===== src/hw/rtl/owm_pkg.sv =====
package owm_pkg;

    // Item kind codes
    localparam logic [2:0] KIND_TICK  = 3'd0;
    localparam logic [2:0] KIND_RESET = 3'd1;
    localparam logic [2:0] KIND_WBIT  = 3'd2;
    localparam logic [2:0] KIND_RBIT  = 3'd3;
    localparam logic [2:0] KIND_WBYTE = 3'd4;
    localparam logic [2:0] KIND_RWORD = 3'd5;

    // Configuration register indexes
    localparam logic [2:0] REG_RESET_LOW   = 3'd0;
    localparam logic [2:0] REG_PRES_WAIT   = 3'd1;
    localparam logic [2:0] REG_RESET_TAIL  = 3'd2;
    localparam logic [2:0] REG_SLOT_LOW    = 3'd3;
    localparam logic [2:0] REG_READ_WAIT   = 3'd4;
    localparam logic [2:0] REG_READ_TAIL   = 3'd5;
    localparam logic [2:0] REG_WRITE_HOLD  = 3'd6;
    localparam logic [2:0] REG_RECOVERY    = 3'd7;

    localparam int CFG_IDX_W  = 3;
    localparam int CFG_DATA_W = 10;
    localparam int TIMER_W    = 10;
    localparam int COUNT_W    = 5;
    localparam int SHIFT_W    = 16;

    // Bits per multi-bit operation
    localparam int OWM_WRITE_BITS = 8;
    localparam int OWM_READ_BITS  = 16;

    typedef enum logic [3:0] {
        PH_IDLE      = 4'd0,
        PH_RST_LOW   = 4'd1,
        PH_RST_WAIT  = 4'd2,
        PH_RST_TAIL  = 4'd3,
        PH_SLOT_LOW  = 4'd4,
        PH_READ_WAIT = 4'd5,
        PH_READ_TAIL = 4'd6,
        PH_WR_HOLD   = 4'd7,
        PH_RECOVER   = 4'd8
    } t_phase;

    typedef struct packed {
        logic [9:0] reset_low_time;
        logic [9:0] presence_wait;
        logic [9:0] reset_tail;
        logic [5:0] slot_start_low;
        logic [5:0] read_sample_wait;
        logic [9:0] read_tail;
        logic [7:0] write_hold;
        logic [7:0] recovery_time;
    } t_cfg;

    localparam t_cfg CFG_RESET = '{
        reset_low_time:   10'd480,
        presence_wait:    10'd100,
        reset_tail:       10'd380,
        slot_start_low:   6'd2,
        read_sample_wait: 6'd10,
        read_tail:        10'd429,
        write_hold:       8'd58,
        recovery_time:    8'd10
    };

    typedef struct packed {
        logic [2:0] kind;
        logic [7:0] data;
        logic       line_level;
    } t_item;

    typedef struct packed {
        logic        drive_low;
        logic        busy_res;
        logic        done_res;
        logic        presence;
        logic [15:0] read_word;
        logic        read_bit;
        logic        rejected;
    } t_result;

endpackage


===== src/hw/rtl/owm_cfg_regs.sv =====
module owm_cfg_regs (
    input  logic                           i_clk,
    input  logic                           i_rst_n,
    input  logic                           i_cfg_we,
    input  logic [owm_pkg::CFG_IDX_W-1:0]  i_cfg_index,
    input  logic [owm_pkg::CFG_DATA_W-1:0] i_cfg_data,
    output owm_pkg::t_cfg                  o_cfg
);

    owm_pkg::t_cfg r_cfg;

    // Timing registers, each keeps only its own width of the write data
    always_ff @(posedge i_clk) begin
        if (!i_rst_n) begin
            r_cfg <= owm_pkg::CFG_RESET;
        end else if (i_cfg_we) begin
            unique case (i_cfg_index)
                owm_pkg::REG_RESET_LOW:  r_cfg.reset_low_time   <= i_cfg_data;
                owm_pkg::REG_PRES_WAIT:  r_cfg.presence_wait    <= i_cfg_data;
                owm_pkg::REG_RESET_TAIL: r_cfg.reset_tail       <= i_cfg_data;
                owm_pkg::REG_SLOT_LOW:   r_cfg.slot_start_low   <= i_cfg_data[5:0];
                owm_pkg::REG_READ_WAIT:  r_cfg.read_sample_wait <= i_cfg_data[5:0];
                owm_pkg::REG_READ_TAIL:  r_cfg.read_tail        <= i_cfg_data;
                owm_pkg::REG_WRITE_HOLD: r_cfg.write_hold       <= i_cfg_data[7:0];
                owm_pkg::REG_RECOVERY:   r_cfg.recovery_time    <= i_cfg_data[7:0];
                default:                 r_cfg                  <= r_cfg;
            endcase
        end
    end

    assign o_cfg = r_cfg;

endmodule


===== src/hw/rtl/owm_engine.sv =====
module owm_engine #(
    parameter int WRITE_BITS = owm_pkg::OWM_WRITE_BITS,
    parameter int READ_BITS  = owm_pkg::OWM_READ_BITS
) (
    input  logic             i_clk,
    input  logic             i_rst_n,
    input  logic             i_step,
    input  owm_pkg::t_item   i_item,
    input  owm_pkg::t_cfg    i_cfg,
    output owm_pkg::t_result o_res
);

    localparam logic [owm_pkg::COUNT_W-1:0] WriteTarget = owm_pkg::COUNT_W'(WRITE_BITS);
    localparam logic [owm_pkg::COUNT_W-1:0] ReadTarget  = owm_pkg::COUNT_W'(READ_BITS);

    owm_pkg::t_phase                 r_phase,     n_phase;
    logic [owm_pkg::TIMER_W-1:0]     r_timer,     n_timer;
    logic [owm_pkg::COUNT_W-1:0]     r_bit_count, n_bit_count;
    logic [owm_pkg::SHIFT_W-1:0]     r_shift,     n_shift;
    logic                            r_presence,  n_presence;
    logic [2:0]                      r_op_kind,   n_op_kind;

    logic                            w_busy;
    logic                            w_is_cmd;
    logic                            w_done;
    logic                            w_rej;
    logic                            w_op_read;
    logic                            w_n_read;
    logic [owm_pkg::TIMER_W-1:0]     w_timer_inc;
    logic [owm_pkg::TIMER_W-1:0]     w_len;
    logic [owm_pkg::COUNT_W-1:0]     w_cnt_inc;
    logic [owm_pkg::COUNT_W-1:0]     w_target;
    logic                            w_slot_last;

    assign w_busy      = (r_phase != owm_pkg::PH_IDLE);
    assign w_timer_inc = r_timer + owm_pkg::TIMER_W'(1);
    assign w_cnt_inc   = r_bit_count + owm_pkg::COUNT_W'(1);
    assign w_op_read   = (r_op_kind == owm_pkg::KIND_RBIT) || (r_op_kind == owm_pkg::KIND_RWORD);
    assign w_slot_last = (w_cnt_inc >= w_target);

    // Command decode: unknown codes behave as ticks
    always_comb begin
        unique case (i_item.kind) inside
            owm_pkg::KIND_RESET, owm_pkg::KIND_WBIT, owm_pkg::KIND_RBIT,
            owm_pkg::KIND_WBYTE, owm_pkg::KIND_RWORD: w_is_cmd = 1'b1;
            default:                                  w_is_cmd = 1'b0;
        endcase
    end

    // Bits per operation
    always_comb begin
        case (r_op_kind)
            owm_pkg::KIND_WBYTE: w_target = WriteTarget;
            owm_pkg::KIND_RWORD: w_target = ReadTarget;
            default:             w_target = owm_pkg::COUNT_W'(1);
        endcase
    end

    // Length of the current phase in ticks
    always_comb begin
        unique case (r_phase)
            owm_pkg::PH_RST_LOW:   w_len = i_cfg.reset_low_time;
            owm_pkg::PH_RST_WAIT:  w_len = i_cfg.presence_wait;
            owm_pkg::PH_RST_TAIL:  w_len = i_cfg.reset_tail;
            owm_pkg::PH_SLOT_LOW:  w_len = owm_pkg::TIMER_W'(i_cfg.slot_start_low);
            owm_pkg::PH_READ_WAIT: w_len = owm_pkg::TIMER_W'(i_cfg.read_sample_wait);
            owm_pkg::PH_READ_TAIL: w_len = i_cfg.read_tail;
            owm_pkg::PH_WR_HOLD:   w_len = owm_pkg::TIMER_W'(i_cfg.write_hold);
            default:               w_len = owm_pkg::TIMER_W'(i_cfg.recovery_time);
        endcase
    end

    // Next state for one beat
    always_comb begin
        n_phase     = r_phase;
        n_timer     = r_timer;
        n_bit_count = r_bit_count;
        n_shift     = r_shift;
        n_presence  = r_presence;
        n_op_kind   = r_op_kind;
        w_done      = 1'b0;
        w_rej       = 1'b0;
        if (!w_is_cmd) begin
            if (w_busy) begin
                n_timer = w_timer_inc;
                if (w_timer_inc >= w_len) begin
                    n_timer = '0;
                    unique case (r_phase) inside
                        owm_pkg::PH_RST_LOW: begin
                            n_phase = owm_pkg::PH_RST_WAIT;
                        end
                        owm_pkg::PH_RST_WAIT: begin
                            n_presence = !i_item.line_level;
                            if (i_cfg.reset_tail == '0) begin
                                n_phase = owm_pkg::PH_IDLE;
                                w_done  = 1'b1;
                            end else begin
                                n_phase = owm_pkg::PH_RST_TAIL;
                            end
                        end
                        owm_pkg::PH_RST_TAIL: begin
                            n_phase = owm_pkg::PH_IDLE;
                            w_done  = 1'b1;
                        end
                        owm_pkg::PH_SLOT_LOW: begin
                            n_phase = w_op_read ? owm_pkg::PH_READ_WAIT : owm_pkg::PH_WR_HOLD;
                        end
                        owm_pkg::PH_READ_WAIT: begin
                            n_shift = {i_item.line_level, r_shift[owm_pkg::SHIFT_W-1:1]};
                            if (i_cfg.read_tail == '0) begin
                                n_bit_count = w_cnt_inc;
                                n_phase     = w_slot_last ? owm_pkg::PH_IDLE
                                                          : owm_pkg::PH_SLOT_LOW;
                                w_done      = w_slot_last;
                            end else begin
                                n_phase = owm_pkg::PH_READ_TAIL;
                            end
                        end
                        owm_pkg::PH_WR_HOLD: begin
                            n_shift = {1'b0, r_shift[owm_pkg::SHIFT_W-1:1]};
                            if (i_cfg.recovery_time == '0) begin
                                n_bit_count = w_cnt_inc;
                                n_phase     = w_slot_last ? owm_pkg::PH_IDLE
                                                          : owm_pkg::PH_SLOT_LOW;
                                w_done      = w_slot_last;
                            end else begin
                                n_phase = owm_pkg::PH_RECOVER;
                            end
                        end
                        owm_pkg::PH_READ_TAIL, owm_pkg::PH_RECOVER: begin
                            n_bit_count = w_cnt_inc;
                            n_phase     = w_slot_last ? owm_pkg::PH_IDLE
                                                      : owm_pkg::PH_SLOT_LOW;
                            w_done      = w_slot_last;
                        end
                        default: begin
                            n_phase = owm_pkg::PH_IDLE;
                        end
                    endcase
                end
            end
        end else if (w_busy) begin
            w_rej = 1'b1;
        end else begin
            // Start a new operation with the bus pulled low
            n_op_kind   = i_item.kind;
            n_bit_count = '0;
            n_timer     = '0;
            if (i_item.kind == owm_pkg::KIND_RESET) begin
                n_phase = owm_pkg::PH_RST_LOW;
            end else begin
                n_phase = owm_pkg::PH_SLOT_LOW;
                if (i_item.kind == owm_pkg::KIND_WBIT) begin
                    n_shift = {{(owm_pkg::SHIFT_W-1){1'b0}}, i_item.data[0]};
                end else if (i_item.kind == owm_pkg::KIND_WBYTE) begin
                    n_shift = {{(owm_pkg::SHIFT_W-8){1'b0}}, i_item.data};
                end else if (i_item.kind == owm_pkg::KIND_RWORD) begin
                    n_shift = '0;
                end
            end
        end
    end

    // Result of the beat, taken from the state it leaves behind
    assign w_n_read = (n_op_kind == owm_pkg::KIND_RBIT) || (n_op_kind == owm_pkg::KIND_RWORD);

    always_comb begin
        unique case (n_phase) inside
            owm_pkg::PH_RST_LOW, owm_pkg::PH_SLOT_LOW: o_res.drive_low = 1'b1;
            owm_pkg::PH_WR_HOLD:                       o_res.drive_low = !n_shift[0];
            default:                                   o_res.drive_low = 1'b0;
        endcase
        o_res.busy_res  = (n_phase != owm_pkg::PH_IDLE);
        o_res.done_res  = w_done;
        o_res.presence  = n_presence;
        o_res.read_word = w_n_read ? n_shift : '0;
        o_res.read_bit  = w_n_read ? n_shift[owm_pkg::SHIFT_W-1] : 1'b0;
        o_res.rejected  = w_rej;
    end

    // State advances once per beat that leaves the input stage
    always_ff @(posedge i_clk) begin
        if (!i_rst_n) begin
            r_phase     <= owm_pkg::PH_IDLE;
            r_timer     <= '0;
            r_bit_count <= '0;
            r_shift     <= '0;
            r_presence  <= 1'b0;
            r_op_kind   <= '0;
        end else if (i_step) begin
            r_phase     <= n_phase;
            r_timer     <= n_timer;
            r_bit_count <= n_bit_count;
            r_shift     <= n_shift;
            r_presence  <= n_presence;
            r_op_kind   <= n_op_kind;
        end
    end

    // Checks
    a_reset_idle: assert property (@(posedge i_clk)
        !i_rst_n |=> (r_phase == owm_pkg::PH_IDLE) && (r_op_kind == '0))
        else $error("phase not idle after reset");

    a_done_idle: assert property (@(posedge i_clk) disable iff (!i_rst_n)
        (i_step && w_done) |=> (r_phase == owm_pkg::PH_IDLE))
        else $error("done pulse without return to idle");

    a_reject_hold: assert property (@(posedge i_clk) disable iff (!i_rst_n)
        (i_step && w_rej) |=> (r_phase == $past(r_phase)) && (r_timer == $past(r_timer)))
        else $error("rejected command changed the phase or timer");

    a_count_bound: assert property (@(posedge i_clk) disable iff (!i_rst_n)
        r_bit_count <= owm_pkg::COUNT_W'(owm_pkg::SHIFT_W))
        else $error("bit counter beyond word length");

endmodule


===== src/hw/rtl/one_wire_bus_master_core.sv =====
// Channel | Signals                                         | Direction
// --------+-------------------------------------------------+----------
// in      | i_in_valid, o_in_ready, i_kind, i_data,         | to core
//         | i_line_level                                    |
// out     | o_out_valid, i_out_ready, o_drive_low, o_busy_res,| from core
//         | o_done_res, o_presence, o_read_word, o_read_bit,|
//         | o_rejected                                      |
// cfg     | i_cfg_we, i_cfg_index, i_cfg_data               | to core
//
// One beat per cycle while the output is not stalled; each beat goes through the input
// register, then the result register after the step logic.
// The phase state updates as a beat moves from the input to the result register.
// Synchronous active-low reset clears state and valids, presets timing registers.
// A stalled output holds its result and the input register holds one beat.
module one_wire_bus_master_core #(
    parameter int WRITE_BITS = owm_pkg::OWM_WRITE_BITS,
    parameter int READ_BITS  = owm_pkg::OWM_READ_BITS
) (
    input  logic                           i_clk,
    input  logic                           i_rst_n,
    input  logic                           i_in_valid,
    output logic                           o_in_ready,
    input  logic [2:0]                     i_kind,
    input  logic [7:0]                     i_data,
    input  logic                           i_line_level,
    output logic                           o_out_valid,
    input  logic                           i_out_ready,
    output logic                           o_drive_low,
    output logic                           o_busy_res,
    output logic                           o_done_res,
    output logic                           o_presence,
    output logic [15:0]                    o_read_word,
    output logic                           o_read_bit,
    output logic                           o_rejected,
    input  logic                           i_cfg_we,
    input  logic [owm_pkg::CFG_IDX_W-1:0]  i_cfg_index,
    input  logic [owm_pkg::CFG_DATA_W-1:0] i_cfg_data
);

    owm_pkg::t_cfg    w_cfg;
    owm_pkg::t_item   r_in;
    owm_pkg::t_result w_res;
    owm_pkg::t_result r_out;
    logic             r_in_valid;
    logic             r_out_valid;
    logic             w_move;

    owm_cfg_regs u_cfg (
        .i_clk       (i_clk),
        .i_rst_n     (i_rst_n),
        .i_cfg_we    (i_cfg_we),
        .i_cfg_index (i_cfg_index),
        .i_cfg_data  (i_cfg_data),
        .o_cfg       (w_cfg)
    );

    owm_engine #(
        .WRITE_BITS (WRITE_BITS),
        .READ_BITS  (READ_BITS)
    ) u_engine (
        .i_clk   (i_clk),
        .i_rst_n (i_rst_n),
        .i_step  (w_move),
        .i_item  (r_in),
        .i_cfg   (w_cfg),
        .o_res   (w_res)
    );

    // Beat moves on when the result register is free or being emptied
    assign w_move     = r_in_valid && (!r_out_valid || i_out_ready);
    assign o_in_ready = !r_in_valid || w_move;

    always_ff @(posedge i_clk) begin
        if (!i_rst_n) begin
            r_in_valid  <= 1'b0;
            r_out_valid <= 1'b0;
        end else begin
            if (o_in_ready) begin
                r_in_valid <= i_in_valid;
            end
            if (w_move) begin
                r_out_valid <= 1'b1;
            end else if (i_out_ready) begin
                r_out_valid <= 1'b0;
            end
        end
    end

    // Payload registers
    always_ff @(posedge i_clk) begin
        if (i_in_valid && o_in_ready) begin
            r_in <= '{kind: i_kind, data: i_data, line_level: i_line_level};
        end
        if (w_move) begin
            r_out <= w_res;
        end
    end

    assign o_out_valid = r_out_valid;
    assign o_drive_low = r_out.drive_low;
    assign o_busy_res  = r_out.busy_res;
    assign o_done_res  = r_out.done_res;
    assign o_presence  = r_out.presence;
    assign o_read_word = r_out.read_word;
    assign o_read_bit  = r_out.read_bit;
    assign o_rejected  = r_out.rejected;

endmodule


===== config.mk =====
export PLATFORM = sky130hd
export DESIGN_NAME = one_wire_bus_master_core
export DESIGN_NICKNAME = d
export VERILOG_FILES = /design/src/hw/rtl/owm_pkg.sv /design/src/hw/rtl/owm_cfg_regs.sv /design/src/hw/rtl/owm_engine.sv /design/src/hw/rtl/one_wire_bus_master_core.sv
export SDC_FILE = /design/constraint.sdc
export NUM_CORES = 1
export LEC_CHECK = 0
export BUFFER_PORTS_ARGS = -buffer_cell sky130_fd_sc_hd__buf_2
export CORE_MARGIN = 8
export CORE_UTILIZATION = 35
export CTS_CLUSTER_DIAMETER = 80
export DETAILED_ROUTE_END_ITERATION = 12
export PLACE_DENSITY = 0.51
export SLEW_MARGIN = 20
export SYNTH_ARGS = -nofsm -noshare
export SYNTH_HDL_FRONTEND = slang
export SYNTH_SLANG_ARGS = --single-unit

===== constraint.sdc =====
create_clock -name i_clk -period 4.37 [get_ports i_clk]
set_input_delay 0.437 -clock i_clk [delete_from_list [all_inputs] [get_ports i_clk]]
set_output_delay 0.437 -clock i_clk [all_outputs]
set_load 0.1 [all_outputs]

Yosys cells after proc, flatten, opt, wreduce, memory -nomap -nowiden
Index checks and enable logic that the tools add are counted.
{ "classes": {"add_sub_neg": 2, "n_lt_le_gt_ge": 2, "n_eq_ne": 31, "muxes": 48, "bitwise_logic": 2, "n_reduce_logical": 34} }
{ "ops": {"columns": ["operator", "n"], "rows": [
  ["$mux 16", 8],
  ["$pmux 10 s7", 1],
  ["$mux 10", 4],
  ["$pmux 16 s2", 1],
  ["$mux 5", 6],
  ["$eq 3x3->1 const B", 9],
  ["$eq 4x3->1 const B", 6],
  ["$mux 4", 6],
  ["$pmux 4 s6", 1],
  ["$logic_not 10->1", 2],
  ["$eq 3x2->1 const B", 6],
  ["$reduce_and 2->1", 8],
  ["$pmux 5 s3", 1],
  ["$mux 3", 4],
  ["$reduce_bool 4->1", 3],
  ["$mux 1", 11],
  ["$add 10x1->10 const B", 1],
  ["$ge 10x10->1", 1],
  ["$pmux 5 s2", 1],
  ["$eq 4x1->1 const B", 2],
  ["$eq 4x2->1 const B", 2],
  ["$logic_not 8->1", 1],
  ["$reduce_and 7->1", 1],
  ["$eq 3x1->1 const B", 2],
  ["18 further kinds", 31]
]} }
{ "word_totals": {"ff_bits": 143, "in_bits": 30, "output_inout_bits": 24, "wordCells": 145} }

Depth between registers and ports, before layout
Gate-level depths: netlist of run 1.
{ "logic_depth": {"depth_word": 12, "depth_mapped": 17, "mapped_depth_nobuf": 14} }

Modules after synthesis
Synthesis of run 1 repeated with hierarchy kept, for this count alone.
{ "unflattened": {"cells_unflattened": 754, "hier_area_um2": 7275.7} }
{ "by_module_without_submodules": {"columns": ["mod", "instances", "cells_per_inst", "area_per_inst_um2", "seq_area_each_um2"], "rows": [
  ["owm_engine", 1, 458, 3502.1, 780.7],
  ["owm_cfg_regs", 1, 253, 2648.8, 1361.3],
  ["one_wire_bus_master_core", 1, 43, 1124.8, 1061.0]
]} }

Worst setup path after synthesis of run 1
OpenSTA, ideal clock, no wires.
{ "synth_path": {"path_kind": "register -> register", "startpoint": "register u_engine.r_phase[2]", "endpoint": "register r_out, in the netlist o_busy_res (data pin)", "setup_time_ns": 0.272, "t_arrival_ns": 3.678, "required_time_ns": 4.098, "slack_ns": 0.420, "stages_incl_launch_ff": 15, "path_buffers": 3, "synth_period_minus_slack_ns": 3.950, "path_cell_list": "dfxtp_1 > buf_4 > clkbuf_1 > clkbuf_1 > a21oi_1 > a311oi_1 > a21oi_1 > o32ai_1 > ha_1 > a211oi_1 > nor4_1 > or2_2 > o21ai_2 > mux2i_1 > or4_1"} }
{ "synth_lines": {"columns": ["item", "line", "source"], "rows": [
  ["start: declaration", "owm_engine.sv:16", "owm_pkg::t_phase r_phase, n_phase;"],
  ["start signal: assignment", "owm_engine.sv:184", "r_phase <= owm_pkg::PH_IDLE;"],
  ["start signal: assignment", "owm_engine.sv:191", "r_phase <= n_phase;"],
  ["end signal: assignment", "one_wire_bus_master_core.sv:95", "r_out <= w_res;"],
  ["end: declaration", "one_wire_bus_master_core.sv:43", "owm_pkg::t_result r_out;"]
]} }

Worst setup path in the final report of run 1
{ "layout_path": {"startpoint": "register u_engine.r_phase[2]", "endpoint": "register r_out, in the netlist o_read_word[5] (data pin)"} }
{ "layout_via": {"elab_chain_cells": 6, "word_cells_on_any_way": 20, "classes_between": "order compare: 1; eq/ne: 9; mux: 8; reduce/logical: 2"} }
{ "layout_lines": {"columns": ["item", "line", "source"], "rows": [
  ["$eq 4x3->1, or another cell as far along", "owm_engine.sv:61", "unique case (r_phase)"],
  ["$pmux 10 s7", "owm_engine.sv:61", null],
  ["$ge 10x10->1", "owm_engine.sv:86", "if (w_timer_inc >= w_len) begin"],
  ["$mux 16", "owm_engine.sv:86", null],
  ["$mux 16", "owm_engine.sv:84", "if (w_busy) begin"],
  ["$mux 16", "owm_engine.sv:83", "if (!w_is_cmd) begin"]
]} }
Parallel ways exist; a longest one is shown, timed or not.
A chain may end at the register's enable or synchronous reset.

==> run summary, run 1 <==
Initial antenna violation count - 0
Post-CTS Repair Setup Buffers - 0
Worst R2R Start - u_engine.r_phase[2]$_SDFFE_PN0P_
Setup crit end kind - register
Ys flop type - dfxtp_1
Worst Path Max Fanout - 13
Setup TNS - 0 ps
Post-route insts no fill - 1,124
Die area - 24,800 um2
Type of origin of the critical path - register
Max-slew violations - 0
Count of final setup violators - 0
Mapped Cells - 807
Ports - 54
Final Hold Viols - 0
Slew @ Worst Pin - 953 ps
Worst EP arrival - 4150 ps
Vias in the first global route - 5,634
Area Overhead vs Synth - 16.0%
Clock skew - 10.4 ps
MaxCap Viol Count - 0
Synth cell types - 68
Tot Pwr - 3.23 mW
Share of layout cells above drive strength 1 - 14.9%
Synth Warn # - 0
CTS root buf - clkbuf_16
Via count - 5,845
RSZ-0062 raised after global routing - no
Count leader, synth - nand2_1
Hold Path Depth - 1
Yosys top cell by area - dfxtp_1
N_diodes - 0
Worst hold start - i_data[7]
Hold Path End - r_in[8]$_DFFE_PP_
Seq/Total Area, Yosys - 45.2%
Clock sink count - 142
Vias/cell - 5.20
Starting DRT DRC Count - 457
Hold_buf cts - 0
Max Clk Rate - 251 MHz
Die Wd - 158 um
Core box area - 19,600 um2
Final ANT Viol Nets - 0
Yosys reg bits - 142
Top cells by area, synth - dfxtp_1 (31%), edfxtp_1 (14%), nand2_1 (7.9%)
Global-route usage over all layers - 16.0%
Synthesized area - 7010 um2
Critical R2R Capture - o_read_word[5]$_SDFFCE_PN0P_
Filler cell count - 1,976
Crit path required time - 4530 ps
Final WL - 19,100 um
Worst-case reg-to-reg path depth - 13
Synth top cells by count - nand2_1 (148), dfxtp_1 (109), nor2_1 (78)
Synth top area share - 31.1%
PD cells - 397 nW/um2
Ys async rst share - 0%
Inserted Clock Buffers - 17
Port Buf Inserts - 53
H-tree levels - 4
Design area - 8140 um2
Post-route DRC - 0
Clock latency on the worst-skew pair - 430 ps
Maximum vdd drop - 0.239 mV
Crit path launch - u_engine.r_phase[2]$_SDFFE_PN0P_
First-pass GRT wire length - 30,900 um
Row count - 51
Worst rel slew slack - 36.4%
Initial Util - 35.8%
Static Leak - 3.11 nW
Drt wl/cell - 17.0 um
Die Ht - 158 um
TritonRoute pass-1 iters - 6
Syn Nets - 852
Nets - 891
Max clock buf depth - 2
Crit Path Class - register to register
TritonCTS clock tree - done
R2R Setup Slk - 380 ps
CTS resizes - 0
Final Util - 41.5%
Avg Inst Size Synth - 8.69 um2
Placed cells - 1,092
HPWL after DPL - 13,600 um
Clock Pin Slew Worst Setup and Hold Paths - 60 ps
Status - completed
Post-synth EDFFs - 33
DP Area - 7550 um2
Final period util - 91.3%
Worst Hold Class - input pin to register
Largest net degree at the start of global routing - 55
Total congestion overflow - 0
Gpl congestion - 0.820
Final worst path period need - 3990 ps
## layout by cell type (no fill, tap or decap), types with 7 or more instances in the layout
| master | synthesis | final |
|---|---|---|
| nand2_1 | 148 | 148 |
| dfxtp_1 | 109 | 109 |
| nor2_1 | 78 | 78 |
| a21oi_1 | 64 | 64 |
| buf_2 | 4 | 53 |
| nand3_1 | 42 | 42 |
| mux2i_1 | 38 | 38 |
| edfxtp_1 | 33 | 33 |
| o21ai_0 | 23 | 23 |
| buf_4 | 2 | 22 |
| a22oi_1 | 20 | 20 |
| clkbuf_16 | 0 | 19 |
| nor2b_1 | 18 | 18 |
| ha_1 | 15 | 15 |
| nor3_1 | 12 | 12 |
| inv_1 | 12 | 11 |
| a22o_1 | 10 | 10 |
| a222oi_1 | 8 | 8 |
| mux2_2 | 7 | 7 |
| a31oi_1 | 7 | 7 |
| a21boi_0 | 7 | 7 |
| xnor2_1 | 7 | 7 |
## metal layers
layer	GRT usage, %	vias to the layer above	part of all wire (%)
met4	5.08	0	1.2
met1	20.6	2755	48
met2	26.5	109	48
met5	0	-	0
met3	3.32	16	3.4
li1	-	2965	-
## final cells by class
type	instances	area, um2	share of cell area, %
multi-input cells	597	3570	43.8
flip-flops and latches	142	3170	39.0
clock buffers	22	500	6.15
repair buffers	75	430	5.29
well taps	265	332	4.08
clock inverters	10	85.1	1.05
inverters	13	48.8	0.600
## critical path, stage by stage (launching register included)
cell and delay, ps:
dfxtp_1 410, buf_4 240, nor3b_1 220, a21oi_1 60
mux4_2 450, a21oi_1 180, ha_1 240, nand2b_1 140
a211oi_1 320, or3_1 250, a21o_1 380, mux2_4 330
a222oi_1 430, nor2_1 70
## flip-flops by register name, indices dropped and copies added (netlist names), 3 cells and up
signal,flops
u_cfg.o_cfg,68
u_engine.r_op_kind,3
u_engine.r_timer,10
u_engine.r_bit_count,5
u_engine.r_shift,16
r_in,12
u_engine.r_phase,4
o_read_word,16
## per-stage QoR
stage	setup slack [ps]	hold WS, ps
global placement	454	444
finish	381	184
global route	24.8	159
floorplan	420	433
detailed placement	348	449
CTS	340	163
## power by group
group	total, mW	switching [mW]	internal, mW	leakage, nW
clock network	1.43	0.565	0.867	0.293
registers	1.42	0.0342	1.39	1.21
logic	0.374	0.258	0.116	1.62
## worst max-delay path by stage
stage,to,slack (ps),depth (start not counted)
CTS,o_read_word[5]$_SDFFCE_PN0P_,340,13
detailed placement,o_read_word[5]$_SDFFCE_PN0P_,350,13
finish,o_read_word[5]$_SDFFCE_PN0P_,380,13
floorplan,o_busy_res$_DFFE_PP_,420,14
global placement,o_busy_res$_DFFE_PP_,450,12
global route,o_read_word[5]$_SDFFCE_PN0P_,20,13
## cell families after synthesis
logic type	after synthesis	share of synthesized area [%]
buffers and inverters	68	3.92
multiplexers	48	7.40
AND/OR/NAND/NOR	339	22.0
XOR/XNOR	13	1.62
AO/OA/AOI/OAI	182	17.2
flip-flops	142	45.2
adder cells (fa/ha/maj)	15	2.68
Note: power is estimated with default switching activity, not from simulation.
==> inputs of run 2 (changes only) <==
--- a/config.mk
+++ b/config.mk
@@ -11,7 +11,8 @@
 export CTS_CLUSTER_DIAMETER = 80
 export DETAILED_ROUTE_END_ITERATION = 12
 export PLACE_DENSITY = 0.51
-export SLEW_MARGIN = 20
+export REMOVE_ABC_BUFFERS = 1
+export SLEW_MARGIN = 40
 export SYNTH_ARGS = -nofsm -noshare
 export SYNTH_HDL_FRONTEND = slang
 export SYNTH_SLANG_ARGS = --single-unit
==> run 2 against run 1 <==
  * Clock skew shrank 2.1 ps
  * Power grew 3.3%
  * Via count grew 1.1%
  * Register-to-register slack lost 60 ps
  * Setup slack lost 57 ps
  * Hold slack gained 4.1 ps
  * Final cell count grew 0.18%
  * Critical path depth grew 1
  * Largest cell class unchanged
  * Highest routed layer unchanged
==> run summary, run 2 (synthesis results as in run 1) <==
Slew @ Worst Pin - 814 ps
Inserted Clock Buffers - 17
Max-slew violations - 0
Final worst path period need - 4050 ps
Switching pwr - 0.875 mW
Clock skew - 8.35 ps
Largest net degree at the start of global routing - 52
Ports - 54
Clock sink count - 142
Worst EP arrival - 4210 ps
Total congestion overflow - 0
Final period util - 92.6%
Die Wd - 158 um
Hold Slack - 188 ps
DP Area - 7580 um2
Via count - 5,912
Max clock buf depth - 2
Maximum vdd drop - 0.279 mV
Drt wl/cell - 17.5 um
Worst Hold Class - input pin to register
Post-CTS Repair Setup Buffers - 0
Worst R2R Start - u_engine.r_phase[3]$_SDFFE_PN0P_
H-tree levels - 4
Setup crit end kind - register
TritonRoute pass-1 iters - 9
Final ANT Viol Nets - 0
Global-route usage over all layers - 16.2%
Initial Util - 35.8%
Clock latency on the worst-skew pair - 420 ps
TritonCTS clock tree - done
Gpl congestion - 0.819
Clock Pin Slew Worst Setup and Hold Paths - 60 ps
Final WL - 19,700 um
Gate power share - 11.3%
Type of origin of the critical path - register
MaxCap Viol Count - 0
Worst Path Max Fanout - 8
Area Overhead vs Synth - 16.9%
Clk network pwr share - 46.0%
N_diodes - 0
Die Ht - 158 um
Vias/cell - 5.25
Initial antenna violation count - 0
Slowest stage cell, crit path - dfxtp_1
Final Hold Viols - 0
Worst hold start - i_data[0]
Crit path cell chain - inv_1 -> nand2_1 -> a21oi_1 -> a311oi_1 -> a21oi_1 -> o32ai_1 -> ha_1 -> a211oi_1 -> nor4_1 -> nor2_1 -> a21o_1 -> mux2_4 -> a222oi_1 -> nor2_1
Post-route DRC - 0
Share of layout cells above drive strength 1 - 15.3%
Vias in the first global route - 5,697
Switching share of power - 26.3%
Setup TNS - 0 ps
Most common cell after layout, fill and taps aside - nand2_1
Delay of the slowest cell on the worst path - 490 ps
Row count - 51
CTS root buf - clkbuf_16
P_int - 2.46 mW
HPWL after DPL - 14,000 um
Port Buf Inserts - 53
Max Clk Rate - 247 MHz
Hold_buf cts - 0
Die area - 24,800 um2
Crit path required time - 4540 ps
Final Util - 41.9%
Starting DRT DRC Count - 428
Max reg flops - 68
Crit Path Class - register to register
CTS resizes - 0
Crit path launch - u_engine.r_phase[3]$_SDFFE_PN0P_
Static Leak - 3.13 nW
PD cells - 406 nW/um2
Most frequent cells in the layout - nand2_1 (148), dfxtp_1 (108), nor2_1 (78)
Core box area - 19,600 um2
Status - completed
Worst rel slew slack - 45.2%
RSZ-0062 raised after global routing - no
Nets - 893
Design area - 8200 um2
Count of final setup violators - 0
First-pass GRT wire length - 31,400 um
Reg power frac - 42.7%
[run 2: cell types whose count changed in the layout (fill, tap and decap cells not counted), moves of 2 or more]
cell,delta
bufinv_16,+3
clkinv_2,-4
clkbuf_16,-2
inv_6,+2
clkinvlp_4,+2
[run 2: path summary, 6_finish.rpt]
kind / to / slack (ps) / depth (start not counted)
min: r_in[1]$_DFFE_PP_ / 190 / 1
max: o_read_word[5]$_SDFFCE_PN0P_ / 320 / 14
max reg2reg: o_read_word[5]$_SDFFCE_PN0P_ / 320 / 14
min reg2reg: u_cfg.o_cfg[8]$_SDFFE_PN0P_ / 460 / 2
[run 2: cell type report]
type,count,area [um2]
Clock buffer,18,429
Fill cell,2004,11400
Inverter,13,48.8
Clock inverter,14,191
Sequential cell,142,3170
Multi-Input combinational cell,597,3570
Timing Repair Buffer,77,458
Tap cell,265,332
[run 2: metal layers]
| metal | vias to the layer above | wire [um] | GRT usage, % |
|---|---|---|---|
| met3 | 20 | 741 | 2.85 |
| met4 | 0 | 290 | 5.08 |
| met1 | 2785 | 9380 | 21.4 |
| li1 | 2974 | - | - |
| met5 | - | 0 | 0 |
| met2 | 133 | 9240 | 26.4 |
[run 2: through the flow]
stage	setup slack, ps	cells	power, mW
after floorplan	-242	752	1.69
after global placement	316	1094	1.83
after detailed placement	237	1094	1.83
after CTS	201	1126	3.36
after global routing	53.6	1126	3.46
final	324	1126	3.33
[run 2: power groups by stage]
stage                     clock (mW)  combinational [mW]  sequential (mW)
final                           1.53               0.378             1.42
after global routing            1.62               0.411             1.43
after CTS                       1.56               0.380             1.42
after detailed placement           0               0.378             1.45
after global placement             0               0.378             1.45
after floorplan                    0               0.181             1.51
[run 2: worst max-delay path: cells and delay by family (launching register included)]
kind	cells	cell delay [ps]
compound gates	7	1920
fa+ha+maj	1	310
buf+inv	1	180
flops	1	490
mux	1	340
simple gates	4	550
==> inputs of run 3 (changes only) <==
--- a/config.mk
+++ b/config.mk
@@ -10,7 +10,7 @@
 export CORE_UTILIZATION = 35
 export CTS_CLUSTER_DIAMETER = 80
 export DETAILED_ROUTE_END_ITERATION = 12
-export PLACE_DENSITY = 0.51
+export PLACE_DENSITY = 0.54
 export REMOVE_ABC_BUFFERS = 1
 export SLEW_MARGIN = 40
 export SYNTH_ARGS = -nofsm -noshare
==> run 3 against run 2 <==
  * Critical path depth fell by 1
  * Die area unchanged
  * Clock power is 6% lower
  * Final cell count is 0.44% lower
  * Routed wire length down 2.2%
  * Sequential power hardly changed
  * Final area decreased by 1.0%
  * Hold slack better by 3.5 ps
  * Core utilization shrank 0.43 points
  * First-iteration DRC count up 29%
  * Combinational power about the same
  * Global-route usage shrank 0.36 points
  * Largest cell class unchanged
==> run summary, run 3 (synthesis results as in run 1) <==
Die Wd - 158 um
R2R Setup Slk - 350 ps
Clock skew - 8.02 ps
Gpl congestion - 0.841
Final ANT Viol Nets - 0
Hold_buf cts - 0
Final Util - 41.4%
Initial antenna violation count - 0
Switching pwr - 0.916 mW
Type of origin of the critical path - register
Vias in the first global route - 5,509
H-tree levels - 4
Share of layout cells above drive strength 1 - 15.0%
Max reg flops - 68
P_int - 2.32 mW
Clock sink count - 142
Final worst path period need - 4020 ps
RSZ-0062 raised after global routing - no
Initial Util - 35.8%
Nets - 888
Max clock buf depth - 2
Gate power share - 11.6%
Status - completed
Crit path required time - 4520 ps
Switching share of power - 28.3%
HPWL after DPL - 13,600 um
Global-route usage over all layers - 15.8%
Clock latency on the worst-skew pair - 420 ps
Worst rel slew slack - 49.4%
PD cells - 399 nW/um2
Crit Path Class - register to register
Vias/cell - 5.23
Setup TNS - 0 ps
Post-CTS Repair Setup Buffers - 0
Placed cells - 1,089
CTS resizes - 0
Most frequent cells in the layout - nand2_1 (148), dfxtp_1 (109), nor2_1 (78)
N_diodes - 0
Largest net degree at the start of global routing - 39
Row count - 51
Reg power frac - 43.8%
Static Leak - 3.09 nW
Die Ht - 158 um
Port Buf Inserts - 53
CTS root buf - clkbuf_16
Tot Pwr - 3.24 mW
Total congestion overflow - 0
Most common cell after layout, fill and taps aside - nand2_1
Maximum vdd drop - 0.258 mV
Worst Hold Class - input pin to register
Design area - 8120 um2
Final WL - 19,200 um
Max-slew violations - 0
TritonRoute pass-1 iters - 5
TritonCTS clock tree - done
Count of final setup violators - 0
DP Area - 7530 um2
Final period util - 91.9%
Worst EP arrival - 4170 ps
Clock Pin Slew Worst Setup and Hold Paths - 60 ps
Slew @ Worst Pin - 752 ps
Post-route DRC - 0
Worst Path Max Fanout - 8
MaxCap Viol Count - 0
Die area - 24,800 um2
First-pass GRT wire length - 30,600 um
Max Clk Rate - 249 MHz
Clk network pwr share - 44.5%
Ports - 54
Area Overhead vs Synth - 15.7%
Starting DRT DRC Count - 554
Final Hold Viols - 0
Via count - 5,867
Core box area - 19,600 um2
Post-route insts no fill - 1,121
Drt wl/cell - 17.1 um
Setup crit end kind - register
Inserted Clock Buffers - 17
[run 3: path summary, 6_finish.rpt]
kind / start / end / cells after the start
hold reg to reg: u_cfg.o_cfg[58]$_SDFFE_PN0P_ / u_cfg.o_cfg[58]$_SDFFE_PN0P_ / 2
setup reg to reg: u_engine.r_phase[2]$_SDFFE_PN0P_ / o_busy_res$_DFFE_PP_ / 13
hold / removal: i_data[5] / r_in[6]$_DFFE_PP_ / 1
setup / recovery: u_engine.r_phase[2]$_SDFFE_PN0P_ / o_busy_res$_DFFE_PP_ / 13
[run 3: critical path, stage by stage, from the launching register on]
cell	delay (ps)
dfxtp_1	470
buf_4	210
nor2b_1	170
nand2_1	150
nor2_1	380
nand2_1	90
o21ai_0	90
o32ai_1	110
ha_1	320
a41oi_1	130
nor3_1	400
o21ai_2	260
o32a_1	450
or4_1	520
[run 3: metal layers]
metal	wire (um)	GRT usage [%]
met5	0	0
met4	310	5.08
met3	826	2.71
met2	8770	24.5
met1	9300	22.0
[run 3: power groups by stage]
stage	Sequential (mW)	Combinational [mW]	Clock, mW
final	1.42	0.377	1.44
after global routing	1.42	0.412	1.53
after CTS	1.42	0.379	1.47
after detailed placement	1.45	0.377	0
after global placement	1.45	0.375	0
after floorplan	1.51	0.181	0
[run 3: final cells by class]
| class | instances | area [um2] |
|---|---|---|
| fillers | 1973 | 11500 |
| multi-input cells | 597 | 3570 |
| flip-flops and latches | 142 | 3170 |
| clock buffers | 18 | 439 |
| repair buffers | 72 | 408 |
| well taps | 265 | 332 |
| clock inverters | 14 | 149 |
| inverters | 13 | 48.8 |
[run 3: metrics by stage]
step | worst slack [ps] | hold slack, ps
floorplan | -242 | 433
global placement | 445 | 441
detailed placement | 399 | 447
CTS | 377 | 174
global route | 43.9 | 170
finish | 353 | 191
